[src/rtl/core/lit_pkg.sv]
// Shared constants, types and helper functions of the local interrupt timer.
// No dependencies; used by lit_timer, lit_csr and the top level.
`default_nettype none

package lit_pkg;

   localparam int COUNT_WIDTH_DEFAULT = 32;

   localparam logic [1:0] MODE_TICK  = 2'd0;
   localparam logic [1:0] MODE_READ  = 2'd1;
   localparam logic [1:0] MODE_WRITE = 2'd2;

   localparam logic [9:0] OFS_ID   = 10'h020;
   localparam logic [9:0] OFS_EOI  = 10'h0B0;
   localparam logic [9:0] OFS_SVR  = 10'h0F0;
   localparam logic [9:0] OFS_LVT  = 10'h320;
   localparam logic [9:0] OFS_INIT = 10'h380;
   localparam logic [9:0] OFS_CURR = 10'h390;
   localparam logic [9:0] OFS_DIV  = 10'h3E0;

   localparam int SVR_ENABLE_BIT   = 8;
   localparam int LVT_MASK_BIT     = 16;
   localparam int LVT_PERIODIC_BIT = 17;

   localparam logic [7:0] SVR_VECTOR_RESET = 8'hFF;
   localparam logic [2:0] DIV_CODE_ONE     = 3'd7;

   typedef struct packed {
      logic tick;
      logic load;
   } timer_op_type;

   typedef struct packed {
      logic       periodic;
      logic [2:0] divide;
   } timer_cfg_type;

   function automatic logic [7:0] divisor_of(input logic [2:0] code);
      logic [7:0] result;
      if (code == DIV_CODE_ONE) begin
         result = 8'd1;
      end else begin
         result = 8'd2 << code;
      end
      return result;
   endfunction

endpackage

`default_nettype wire

[src/rtl/core/lit_timer.sv]
// Prescaler and down-counter of the local interrupt timer.
// Depends on lit_pkg for the divide decode and the control structs.
`default_nettype none

module lit_timer #(
   parameter int COUNT_WIDTH = lit_pkg::COUNT_WIDTH_DEFAULT
) (
   input  wire logic                     clock,
   input  wire logic                     reset,
   input  wire lit_pkg::timer_op_type    op,
   input  wire lit_pkg::timer_cfg_type   cfg,
   input  wire logic [COUNT_WIDTH-1:0]   load_value,
   output logic      [COUNT_WIDTH-1:0]   current_count,
   output logic      [COUNT_WIDTH-1:0]   initial_count,
   output logic                          expire
);

   logic [COUNT_WIDTH-1:0] current_count_ff, current_count_in;
   logic [COUNT_WIDTH-1:0] initial_count_ff, initial_count_in;
   logic [6:0]             prescale_ff, prescale_in;
   logic [COUNT_WIDTH-1:0] count_dec;
   logic [7:0]             prescale_next;
   logic                   running;
   logic                   wrap;

   assign running       = current_count_ff != '0;
   assign prescale_next = {1'b0, prescale_ff} + 8'd1;
   assign wrap          = prescale_next >= lit_pkg::divisor_of(cfg.divide);
   assign count_dec     = current_count_ff - COUNT_WIDTH'(1);
   assign expire        = op.tick && running && wrap && (count_dec == '0);

   always_comb begin
      current_count_in = current_count_ff;
      initial_count_in = initial_count_ff;
      prescale_in      = prescale_ff;
      if (op.load) begin
         initial_count_in = load_value;
         current_count_in = load_value;
         prescale_in      = '0;
      end else if (op.tick && running) begin
         if (!wrap) begin
            prescale_in = prescale_next[6:0];
         end else begin
            prescale_in = '0;
            if (count_dec == '0 && cfg.periodic) begin
               current_count_in = initial_count_ff;
            end else begin
               current_count_in = count_dec;
            end
         end
      end
   end

   always_ff @(posedge clock) begin
      if (reset) begin
         current_count_ff <= '0;
         initial_count_ff <= '0;
         prescale_ff      <= '0;
      end else begin
         current_count_ff <= current_count_in;
         initial_count_ff <= initial_count_in;
         prescale_ff      <= prescale_in;
      end
   end

   assign current_count = current_count_ff;
   assign initial_count = initial_count_ff;

endmodule

`default_nettype wire

[src/rtl/core/lit_csr.sv]
// Register file, decode and read mux of the local interrupt timer.
// Depends on lit_pkg; drives the timer control structs for lit_timer.
`default_nettype none

module lit_csr #(
   parameter int COUNT_WIDTH = lit_pkg::COUNT_WIDTH_DEFAULT
) (
   input  wire logic                     clock,
   input  wire logic                     reset,
   input  wire logic                     csr_write_enable,
   input  wire logic [7:0]               csr_write_data,
   input  wire logic                     item_go,
   input  wire logic [1:0]               mode,
   input  wire logic [9:0]               offset,
   input  wire logic [31:0]              write_data,
   input  wire logic [COUNT_WIDTH-1:0]   current_count,
   input  wire logic [COUNT_WIDTH-1:0]   initial_count,
   input  wire logic                     expire,
   output lit_pkg::timer_op_type         op,
   output lit_pkg::timer_cfg_type        cfg,
   output logic      [COUNT_WIDTH-1:0]   load_value,
   output logic      [31:0]              read_data,
   output logic                          irq_fire,
   output logic      [7:0]               irq_vector
);

   logic [7:0] apic_id_ff;
   logic [7:0] spurious_vector_ff, spurious_vector_in;
   logic       soft_enable_ff, soft_enable_in;
   logic [7:0] timer_vector_ff, timer_vector_in;
   logic       timer_masked_ff, timer_masked_in;
   logic       timer_periodic_ff, timer_periodic_in;
   logic [2:0] divide_ff, divide_in;
   logic       is_write;

   assign is_write   = item_go && (mode == lit_pkg::MODE_WRITE);
   assign op.tick    = item_go && (mode == lit_pkg::MODE_TICK);
   assign op.load    = is_write && (offset == lit_pkg::OFS_INIT);
   assign load_value = write_data[COUNT_WIDTH-1:0];
   assign cfg.periodic = timer_periodic_ff;
   assign cfg.divide   = divide_ff;

   always_comb begin
      spurious_vector_in = spurious_vector_ff;
      soft_enable_in     = soft_enable_ff;
      timer_vector_in    = timer_vector_ff;
      timer_masked_in    = timer_masked_ff;
      timer_periodic_in  = timer_periodic_ff;
      divide_in          = divide_ff;
      if (is_write) begin
         unique case (offset)
            lit_pkg::OFS_SVR: begin
               spurious_vector_in = write_data[7:0];
               soft_enable_in     = write_data[lit_pkg::SVR_ENABLE_BIT];
            end
            lit_pkg::OFS_LVT: begin
               timer_vector_in   = write_data[7:0];
               timer_masked_in   = write_data[lit_pkg::LVT_MASK_BIT];
               timer_periodic_in = write_data[lit_pkg::LVT_PERIODIC_BIT];
            end
            lit_pkg::OFS_DIV: begin
               divide_in = {write_data[3], write_data[1:0]};
            end
            default: begin
            end
         endcase
      end
   end

   always_comb begin
      read_data = '0;
      if (item_go && mode == lit_pkg::MODE_READ) begin
         unique case (offset)
            lit_pkg::OFS_ID:   read_data = {apic_id_ff, 24'd0};
            lit_pkg::OFS_SVR:  read_data = {23'd0, soft_enable_ff, spurious_vector_ff};
            lit_pkg::OFS_LVT:  read_data = {14'd0, timer_periodic_ff, timer_masked_ff,
                                            8'd0, timer_vector_ff};
            lit_pkg::OFS_INIT: read_data = 32'(initial_count);
            lit_pkg::OFS_CURR: read_data = 32'(current_count);
            lit_pkg::OFS_DIV:  read_data = {28'd0, divide_ff[2], 1'b0, divide_ff[1:0]};
            default:           read_data = '0;
         endcase
      end
   end

   assign irq_fire   = expire && soft_enable_ff && !timer_masked_ff;
   assign irq_vector = irq_fire ? timer_vector_ff : 8'd0;

   always_ff @(posedge clock) begin
      if (reset) begin
         apic_id_ff         <= '0;
         spurious_vector_ff <= lit_pkg::SVR_VECTOR_RESET;
         soft_enable_ff     <= 1'b0;
         timer_vector_ff    <= '0;
         timer_masked_ff    <= 1'b1;
         timer_periodic_ff  <= 1'b0;
         divide_ff          <= '0;
      end else begin
         if (csr_write_enable) begin
            apic_id_ff <= csr_write_data;
         end
         spurious_vector_ff <= spurious_vector_in;
         soft_enable_ff     <= soft_enable_in;
         timer_vector_ff    <= timer_vector_in;
         timer_masked_ff    <= timer_masked_in;
         timer_periodic_ff  <= timer_periodic_in;
         divide_ff          <= divide_in;
      end
   end

endmodule

`default_nettype wire

[src/rtl/core/local_interrupt_timer_registers.sv]
// Top level of the local interrupt timer: input register, register file,
// timer core and result register. Depends on lit_pkg, lit_csr, lit_timer.
//
//   channel  prefix  direction  handshake
//   request  req_    in         req_valid / req_stall
//   response rsp_    out        rsp_valid / rsp_stall
//   config   csr_    in         csr_write_enable, no back-pressure
//
// An item is registered in the input register and is executed as it moves
// into the result register, which drives rsp_valid.
// One item per cycle is sustained; the whole path stalls while a result is
// held by rsp_stall. Reset is synchronous and clears valid bits and all
// timer and register state; no clearing pass is needed.
`default_nettype none

module local_interrupt_timer_registers #(
   parameter int COUNT_WIDTH = lit_pkg::COUNT_WIDTH_DEFAULT
) (
   input  wire logic        clock,
   input  wire logic        reset,
   input  wire logic        csr_write_enable,
   input  wire logic [7:0]  csr_write_data,
   input  wire logic        req_valid,
   output logic             req_stall,
   input  wire logic [1:0]  req_mode,
   input  wire logic [9:0]  req_offset,
   input  wire logic [31:0] req_write_data,
   output logic             rsp_valid,
   input  wire logic        rsp_stall,
   output logic [31:0]      rsp_read_data,
   output logic             rsp_irq_fire,
   output logic [7:0]       rsp_irq_vector
);

   logic                   in_valid_ff;
   logic [1:0]             in_mode_ff;
   logic [9:0]             in_offset_ff;
   logic [31:0]            in_write_data_ff;
   logic                   out_valid_ff;
   logic [31:0]            out_read_data_ff;
   logic                   out_irq_fire_ff;
   logic [7:0]             out_irq_vector_ff;
   logic                   advance;
   logic                   item_go;
   lit_pkg::timer_op_type  op;
   lit_pkg::timer_cfg_type cfg;
   logic [COUNT_WIDTH-1:0] load_value;
   logic [COUNT_WIDTH-1:0] current_count;
   logic [COUNT_WIDTH-1:0] initial_count;
   logic                   expire;
   logic [31:0]            read_data;
   logic                   irq_fire;
   logic [7:0]             irq_vector;

   assign advance   = !(out_valid_ff && rsp_stall);
   assign item_go   = in_valid_ff && advance;
   assign req_stall = !advance;

   lit_csr #(
      .COUNT_WIDTH (COUNT_WIDTH)
   ) u_csr (
      .clock            (clock),
      .reset            (reset),
      .csr_write_enable (csr_write_enable),
      .csr_write_data   (csr_write_data),
      .item_go          (item_go),
      .mode             (in_mode_ff),
      .offset           (in_offset_ff),
      .write_data       (in_write_data_ff),
      .current_count    (current_count),
      .initial_count    (initial_count),
      .expire           (expire),
      .op               (op),
      .cfg              (cfg),
      .load_value       (load_value),
      .read_data        (read_data),
      .irq_fire         (irq_fire),
      .irq_vector       (irq_vector)
   );

   lit_timer #(
      .COUNT_WIDTH (COUNT_WIDTH)
   ) u_timer (
      .clock         (clock),
      .reset         (reset),
      .op            (op),
      .cfg           (cfg),
      .load_value    (load_value),
      .current_count (current_count),
      .initial_count (initial_count),
      .expire        (expire)
   );

   always_ff @(posedge clock) begin
      if (reset) begin
         in_valid_ff  <= 1'b0;
         out_valid_ff <= 1'b0;
      end else if (advance) begin
         in_valid_ff  <= req_valid;
         out_valid_ff <= in_valid_ff;
      end
   end

   always_ff @(posedge clock) begin
      if (advance) begin
         in_mode_ff        <= req_mode;
         in_offset_ff      <= req_offset;
         in_write_data_ff  <= req_write_data;
         out_read_data_ff  <= read_data;
         out_irq_fire_ff   <= irq_fire;
         out_irq_vector_ff <= irq_vector;
      end
   end

   assign rsp_valid      = out_valid_ff;
   assign rsp_read_data  = out_read_data_ff;
   assign rsp_irq_fire   = out_irq_fire_ff;
   assign rsp_irq_vector = out_irq_vector_ff;

endmodule

`default_nettype wire

[config.mk]
export PLATFORM = sky130hd
export DESIGN_NAME = local_interrupt_timer_registers
export DESIGN_NICKNAME = d
export VERILOG_FILES = /design/src/rtl/core/lit_pkg.sv /design/src/rtl/core/lit_timer.sv /design/src/rtl/core/lit_csr.sv /design/src/rtl/core/local_interrupt_timer_registers.sv
export SDC_FILE = /design/constraint.sdc
export NUM_CORES = 1
export LEC_CHECK = 0
export ABC_AREA = 1
export ABC_CLOCK_PERIOD_IN_PS = 4000
export BUFFER_PORTS_ARGS = -buffer_cell sky130_fd_sc_hd__buf_2
export CORE_MARGIN = 1
export CORE_UTILIZATION = 60
export CTS_CLUSTER_SIZE = 25
export DETAILED_ROUTE_END_ITERATION = 8
export GPL_TIMING_DRIVEN = 0
export PLACE_DENSITY = 0.85
export SETUP_SLACK_MARGIN = 0.1
export SLEW_MARGIN = 20
export SYNTH_ARGS = -nofsm -noshare
export SYNTH_HDL_FRONTEND = slang
export SYNTH_HIERARCHICAL = 1
export SYNTH_SLANG_ARGS = --single-unit
[constraint.sdc]
create_clock -name clock -period 4 [get_ports clock]
set_input_delay 0.2 -clock clock [delete_from_list [all_inputs] [get_ports clock]]
set_output_delay 0.2 -clock clock [all_outputs]
set_load 0.01 [all_outputs]
; Yosys cells after proc, flatten, opt, wreduce, memory -nomap -nowiden
; Cells that the tools add are included.
[word_totals]
regBits = 188
latch_bits = 0
ram_bits = 0
mem_bits_ro = 0
inputBits = 57
out_inout_bits = 43
elab_cells = 62
n_memories = 0
[classes]
addsub = 2
n_mul = 0
div = 0
magnitude_cmp = 1
eq_ne = 9
shift = 1
n_mux = 7
bitwise_logic = 0
n_reduce_logical = 24
[op_table]
columns = op, n
row1 = case mux 32 bit (6 select lines), 1
row2 = 2-to-1 mux 32 bit, 4
row3 = "equality test 10 bit, second input constant", 4
row4 = zero test 32 bit, 1
row5 = nonzero test 32 bit, 1
row6 = "subtractor 32 x 1 -> 32 bit, second input constant", 1
row7 = logical AND 1 bit, 12
row8 = "equality test 10 x 6 -> 1 bit, second input constant", 1
row9 = "equality test 10 x 8 -> 1 bit, second input constant", 1
row10 = "adder 7 x 1 -> 8 bit, second input constant", 1
row11 = >= comparator 8 bit, 1
row12 = 2-to-1 mux 8 bit, 1
row13 = AND reduction 2 bit, 4
row14 = "left shift 2 x 3 -> 8 bit, first input constant", 1
row15 = 2-to-1 mux 7 bit, 1
row16 = nonzero test 2 bit, 2
row17 = "equality test 3 bit, second input constant", 1
row18 = "equality test 2 x 1 -> 1 bit, second input constant", 1
row19 = "equality test 2 bit, second input constant", 1
row20 = zero test 1 bit, 2
row21 = zero test 2 bit, 1
row22 = OR reduction 2 bit, 1

; Logic depth before layout (Yosys ltp)
; Gate-level depths: netlist of the first run.
[logic_depth]
word_depth = 9
depth_mapped = 17
mapped_depth_nobuf = 16

; By module
; The synthesis of the first run kept the hierarchy.
[modules_own_cells]
columns = module, n_inst, cells_per_inst, area_each_um2, seq_area_each_um2
row1 = lit_timer, 1, 736, 4722.0, 1421.4
row2 = lit_csr, 1, 443, 2683.8, 600.6
row3 = local_interrupt_timer_registers, 1, 98, 2645.0, 2592.5

; Worst setup path before layout of the first run
; OpenSTA, ideal clock, no wires.
[synth_path]
path_type = reg2reg
startpoint = register out_valid_ff, in the netlist rsp_valid
endpoint = register u_timer.current_count_ff[23], in the netlist u_timer/current_count[23]
setup_ns = 0.070
arrival_ns = 3.182
required_time_ns = 3.930
slack_ns = 0.748
stages_incl_launch_ff = 12
path_buffers = 2
synth_period_minus_slack_ns = 3.252
path_cell_list = dfxtp_1 nand2_2 inv_2 nor2_1 inv_1 nor3_2 inv_1 nor2_1 clkbuf_1 buf_1 a21oi_1 a21oi_1
[synth_lines]
columns = element, line_no
row1 = from (decl), local_interrupt_timer_registers.sv:39  ; logic out_valid_ff;
row2 = from (signal assigned), local_interrupt_timer_registers.sv:100  ; out_valid_ff <= in_valid_ff;
row3 = to (signal assigned), lit_timer.sv:60  ; current_count_ff <= current_count_in;
row4 = to (decl), lit_timer.sv:18  ; logic [COUNT_WIDTH-1:0] current_count_ff, current_count_in;

==> results of run 1 <==
## logic make-up (layout without fill, tap and decap cells)
| family | after synthesis | in the layout | share of synthesized area [%] |
|---|---|---|---|
| buffers and inverters | 265 | 442 | 11.91 |
| xor gates and xnor gates | 12 | 12 | 1.046 |
| adders and majority gates | 12 | 12 | 1.494 |
| DFF | 188 | 188 | 45.91 |
| and+or+nand+nor | 578 | 578 | 28.26 |
| AOI/OAI and AO/OA | 222 | 222 | 11.38 |
## routing by layer
| metal | GRT usage [%] | up-vias |
|---|---|---|
| met5 | 0 | - |
| met4 | 14.08 | 0 |
| met3 | 8.835 | 86 |
| met2 | 55.35 | 618 |
| met1 | 44.41 | 4543 |
| li1 | - | 4578 |
## synthesized netlist by cell type (30+ instances only)
cell type | n | area share, %
a21oi_1 | 88 | 4.4
buf_4 | 34 | 2.5
clkbuf_1 | 33 | 1.2
dfxtp_1 | 103 | 21
edfxtp_1 | 85 | 25
inv_1 | 164 | 6.1
nand2_1 | 160 | 6.0
nand3_1 | 127 | 6.3
nand4_1 | 73 | 4.5
nor2_1 | 137 | 5.1
nor2_2 | 30 | 1.9
o21ai_0 | 116 | 5.8
## flip-flops by register name, summed over array words and instances, names as in the netlist
signal / count
in_write_data_ff: 32
u_csr/spurious_vector_ff: 8
u_timer/prescale_ff: 7
in_valid_ff: 1
u_timer/current_count: 32
in_offset_ff: 10
u_csr/soft_enable_ff: 1
u_csr/divide_ff: 3
rsp_valid: 1
rsp_irq_fire: 1
u_csr/apic_id_ff: 8
u_csr/timer_vector_ff: 8
u_csr/timer_masked_ff: 1
in_mode_ff: 2
u_csr/timer_periodic_ff: 1
rsp_read_data: 32
u_timer/initial_count: 32
rsp_irq_vector: 8
## area by class of cell
class	count	share of cell area [%]
sequential	188	38.72
clock inverter	15	1.596
clock buffer	17	3.569
tap	216	2.267
inverter	172	5.427
multi-input combinational	824	35.61
buffer	93	4.650
timing repair buffer	145	8.167
## through the flow
step,utilization (%),power [mW]
after detailed placement,67.32,2.329
after global routing,73.96,4.168
final,73.96,4.054
after floorplan,-,2.238
after global placement,67.12,2.320
after CTS,73.94,4.060
## worst reg2reg max path, cell delays in order, from the launching register on
cell and delay, ps:
dfxtp_1 340, nand2_4 440, buf_16 320, inv_2 60, nor2_1 140, inv_1 90, nor3_2 450, inv_1 210
nor2_1 240, nor2_1 100, inv_1 390, clkbuf_1 600, o21ai_0 210
## cells in the final DEF, fill, tap and decap left out, types with 4 or more instances in the layout
master,synthesis,routed
clkbuf_16,0,17
nor2_1,137,137
clkbuf_1,33,30
buf_6,7,7
xor2_1,10,10
ha_1,12,12
o21ai_1,8,8
nor3_1,9,9
nand2_1,160,160
buf_4,34,34
nand3_1,127,127
inv_2,6,6
nand3_2,4,4
a21oi_1,88,88
nand2_4,3,4
dlygate4sd3_1,0,45
nor2_2,30,30
edfxtp_1,85,85
dfxtp_1,103,103
nand2_2,12,11
nor2_4,9,9
nand3b_1,5,5
clkinv_8,0,5
buf_2,17,116
o21ai_0,116,116
nand4_1,73,73
inv_1,164,164
## what timing repair did
item,CTS,global route
gates resized for setup,0,6
hold buffers,45,0
endpoints found under the setup margin,0,23
hold endpoints to repair,45,0
buffers inserted,0,0
## power breakdown
group / internal [mW] / leakage (nW) / switching (mW)
clock: 0.856 / 0.294 / 0.869
combinational: 0.106 / 3.29 / 0.139
sequential: 2.06 / 1.78 / 0.0259
## worst paths after layout
path | end | slack [ps] | cells past startpoint
hold reg to reg | u_csr/apic_id_ff[7] | 470 | 2
setup reg to reg | u_timer/initial_count[24] | 260 | 12
hold / removal | rsp_valid | 10 | 2
setup / recovery | u_timer/initial_count[24] | 260 | 12
==> results_dict.tcl, run 1 <==
set metrics [dict create \
    synth_warnings 6 \
    design.core.area_mm2 0.01612 \
    arrival_ps 4020 \
    multi_input_area_mm2 0.004244 \
    top_layer_used "met4" \
    status "finished, final reports clean" \
    skew_ps 11.24 \
    synth.avg_cell_area_um2 7.871 \
    relSlewSlack_pct 49.46 \
    drive_gt1_share_pct 18.16 \
    routed_wl_um 29660 \
    synth_nets 1346 \
    die-area_mm2 0.01727 \
    yosysSeqAreaShare_pct 45.91 \
    cpPeakStageDelay_ps 600 \
    worstPathMaxFanout 51 \
    ys.flop_type "dfxtp_1" \
    grt_antenna_before_repair 0 \
    pre_cts_ws_ps 360.8 \
    fin_cells 1670 \
    max_freq_mhz 267.5 \
    synth-seq-cells 188 \
    whs_ps 14.94 \
    grt_max_degree 52 \
    slew_viol_final 0 \
    gr-usage-all-layers_pct 34.54 \
    hold_start "reset" \
    grt_pass1_vias 9339 \
    dpl.hpwl_um 20650 \
    boundaryPins 100 \
    crit_family "buffers and inverters" \
    vias 9825 \
    route.met3.wl_um 3411 \
    period_needed_ps 3738 \
    wl_met1_um 11740 \
    final_cell_area_mm2 0.01192 \
    postPlaceCellArea_mm2 0.01085 \
    antenna_cells 0 \
    dp_cells 1593 \
    register_area_mm2 0.004614 \
    fin_nets 1510 \
    ant_nets 0 \
    grt_overflow 0 \
    dr.pass1.iters 7 \
    dr_wl_met2_um 13580 \
    cts_tree "done" \
    total_leakage_power_nw 5.360 \
    clockBufferDepth 2 \
    setup_viol 0 \
    async_flop_share_pct 0 \
    cts-root-buf "clkbuf_16" \
    place_congestion 1.016 \
    crit_path_end_kind "flip-flop" \
    avgViaCountPerCell 5.883 \
    clk_latency_ps 440 \
    cp.required_ps 4290 \
    worst_pin_slew_ps 758.1 \
    crit_slowest_cell "clkbuf_1" \
    std_cell_rows 46 \
    startpoint "rsp_valid" \
    fin_ws_ps 261.5 \
    port_buffers 99 \
    final-hold-violation-count 0 \
    nFillCells 1210 \
    yosys.cell_types.count 39 \
    mappedNetlistArea_mm2 0.01005 \
    die_h_um 131.4 \
    grt_pass1_wl_um 46780 \
    fin_setup_tns_ps 0 \
    critPathLaunchType "flip-flop" \
    hp-class "primary input to flip-flop" \
    power.density_mw_per_mm2 340.1 \
    start_util_pct 62.37 \
    critPathBufInv 6 \
    clock_sinks 188 \
    path_cells "nand2_4 -> buf_16 -> inv_2 -> nor2_1 -> inv_1 -> nor3_2 -> inv_1 -> nor2_1 -> nor2_1 -> inv_1 -> clkbuf_1 -> o21ai_0" \
    ctsHtreeMaxLevel 4 \
    drc_errors 0 \
    finalCritPeriodShare_pct 93.46 \
    cap_violations 0 \
    r2r-start "rsp_valid" \
    die_x_um 131.4 \
    areaGrowthSynthToFinish_pct 18.59 \
    wl_per_cell_um 17.76 \
    path_clk_slew_ps 70 \
    drt_iter0_drc 1279 \
    irDropWorstVdd_mv 0.3099 \
    synth_cells 1277 \
    critical_path_class "flip-flop to flip-flop" \
    synth-edff-count 85 \
    tritoncts.num_buffers 17 \
    rsz0062_at_grt "false" \
]
No activity file was read; power rests on OpenSTA's default activity.
==> inputs of run 2 (changes only) <==
- CORE_UTILIZATION: 60 -> 59
- PLACE_DENSITY: 0.85 -> 0.84
- SYNTH_HIERARCHICAL: 1 -> unset
==> results_dict.tcl, run 2 <==
set metrics [dict create \
    cp.required_ps 4380 \
    synth_nets 1218 \
    cts-root-buf "clkbuf_16" \
    yosys-top-cells-count "nand2_1, a21oi_1, inv_1" \
    std_cell_rows 45 \
    p_total_mw 3.883 \
    tritoncts.num_buffers 17 \
    port_buffers 99 \
    final_common_cell "nand2_1" \
    relSlewSlack_pct 28.21 \
    start_util_pct 60.50 \
    status "finished, final reports clean" \
    synth.most_common_cell "nand2_1" \
    slew_viol_final 0 \
    wl_per_cell_um 18.65 \
    hp-class "primary input to flip-flop" \
    worstPathMaxFanout 10 \
    design.core.area_mm2 0.01526 \
    hold_end "u_csr.apic_id_ff[7]" \
    arrival_ps 3940 \
    vias 9059 \
    critPathLaunchType "flip-flop" \
    power.density_mw_per_mm2 352.3 \
    clockBufferDepth 2 \
    synth.avg_cell_area_um2 8.034 \
    dpl.hpwl_um 19870 \
    avgViaCountPerCell 5.894 \
    total_leakage_power_nw 4.845 \
    cap_violations 0 \
    die_h_um 127.1 \
    worst_pin_slew_ps 1067 \
    clk_latency_ps 440 \
    rsz0062_at_grt "false" \
    mappedNetlistArea_mm2 0.009231 \
    drt_iter0_drc 971 \
    die-area_mm2 0.01615 \
    reg2reg_depth 16 \
    antenna_cells 0 \
    max_freq_mhz 280.4 \
    hold_depth 3 \
    async_flop_share_pct 0 \
    fin_nets 1382 \
    ys.flop_type "dfxtp_1" \
    yosys.area.top_type "edfxtp_1" \
    skew_ps 11.64 \
    setup_viol 0 \
    crit_path_end_kind "flip-flop" \
    cts_tree "done" \
    finish.utilization_pct 72.23 \
    boundaryPins 100 \
    grt_overflow 0 \
    place_congestion 0.9799 \
    synth-edff-count 85 \
    grt_pass1_vias 8503 \
    clock_sinks 188 \
    whs_ps 19.89 \
    r2r-start "u_timer.prescale_ff[0]" \
    irDropWorstVdd_mv 0.3312 \
    path_clk_slew_ps 70 \
    grt_antenna_before_repair 0 \
    dr.pass1.iters 6 \
    ctsHtreeMaxLevel 4 \
    regToRegSetupSlack_ps 430 \
    period_needed_ps 3566 \
    critical_path_class "flip-flop to flip-flop" \
    routed_wl_um 28670 \
    gr-usage-all-layers_pct 36.23 \
    drive_gt1_share_pct 13.88 \
    synth-seq-cells 188 \
    r2r-end "u_timer.current_count[12]" \
    hold_start "csr_write_data[7]" \
    synth_warnings 0 \
    synth_area_leaders "edfxtp_1, dfxtp_1, nand2_1" \
    drc_errors 0 \
    final-hold-violation-count 0 \
    die_x_um 127.1 \
    mostFrequentLayoutCells "nand2_1, inv_1, a21oi_1" \
    yosys.cell_types.count 38 \
    synth_cells 1149 \
    ant_nets 0 \
    yosysTopAreaCellShare_pct 27.65 \
    yosysSeqAreaShare_pct 49.99 \
    grt_pass1_wl_um 44620 \
    areaGrowthSynthToFinish_pct 19.38 \
    finalCritPeriodShare_pct 89.15 \
    grt_max_degree 47 \
]
run 2: report_power, final:
| part | total (mW) | switching (mW) | internal (mW) | leakage, nW |
|---|---|---|---|---|
| combinational | 0.169 | 0.0947 | 0.0740 | 2.80 |
| clock | 1.62 | 0.771 | 0.850 | 0.263 |
| sequential | 2.09 | 0.0330 | 2.06 | 1.78 |
| total | 3.88 | 0.899 | 2.98 | 4.84 |
run 2: how the worst max path moves through the flow:
stage,from,end,cells past startpoint
finish,u_timer.prescale_ff[0],u_timer.current_count[12],16
global route,u_timer.prescale_ff[0],u_timer.current_count[17],16
CTS,u_timer.prescale_ff[0],u_timer.current_count[7],17
detailed placement,u_timer.prescale_ff[0],u_timer.current_count[7],17
global placement,rsp_valid,u_timer.current_count[8],12
floorplan,rsp_valid,u_timer.current_count[10],11
run 2: what timing repair did:
action | in CTS | in global routing
hold endpoints to repair | 45 | 0
setup buffers | 0 | 0
resized for setup | 0 | 0
hold buffers | 45 | 0
run 2: area by class of cell:
type / count / area [µm²]
Sequential cell: 188 / 4614
Fill cell: 1235 / 4238
Multi-Input combinational cell: 775 / 3890
Timing Repair Buffer: 145 / 965.9
Inverter: 131 / 491.7
Clock buffer: 21 / 470.5
Tap cell: 211 / 264.0
Buffer: 55 / 242.7
Clock inverter: 11 / 81.33
run 2: logic make-up (layout without fill, tap and decap cells):
family | Yosys count | after routing | synth area share (%)
buf+inv | 186 | 363 | 7.956
compound gates | 249 | 249 | 14.26
xor+xnor | 13 | 13 | 1.233
fa+ha+maj | 12 | 12 | 1.626
flops | 188 | 188 | 49.99
simple gates | 501 | 501 | 24.94
run 2: critical path, stage by stage, from the launching register on:
cell	delay, ps
dfxtp_1	400
ha_1	200
nand2_1	50
inv_1	70
nand2_1	90
nor3_1	290
xor2_1	240
ha_1	260
nand2_1	90
nor2_1	70
nand4_1	80
o2111a_1	210
nor2_1	80
nor2_1	530
clkbuf_1	550
a21oi_1	130
a21oi_1	170
run 2: metal layers:
metal | wire length, µm | GRT usage (%) | vias to the layer above
met3 | 2367 | 6.700 | 70
met1 | 12330 | 49.67 | 4234
met2 | 13300 | 58.21 | 515
met4 | 667 | 12.04 | 0
li1 | - | - | 4240
met5 | 0 | 0 | -
run 2: through the flow:
| step | cells | worst slack (ps) | area [µm²] | TNS [ps] |
|---|---|---|---|---|
| 6_report | 1537 | 433.9 | 11020 | 0 |
| 5_1_grt | 1537 | 301.2 | 11020 | 0 |
| 4_1_cts | 1537 | 536.2 | 11020 | 0 |
| 3_5_place_dp | 1460 | 597.8 | 10020 | 0 |
| 3_3_place_gp | 1459 | -941.8 | 9991 | -81080 |
| 2_1_floorplan | 1149 | 135.2 | 9231 | 0 |
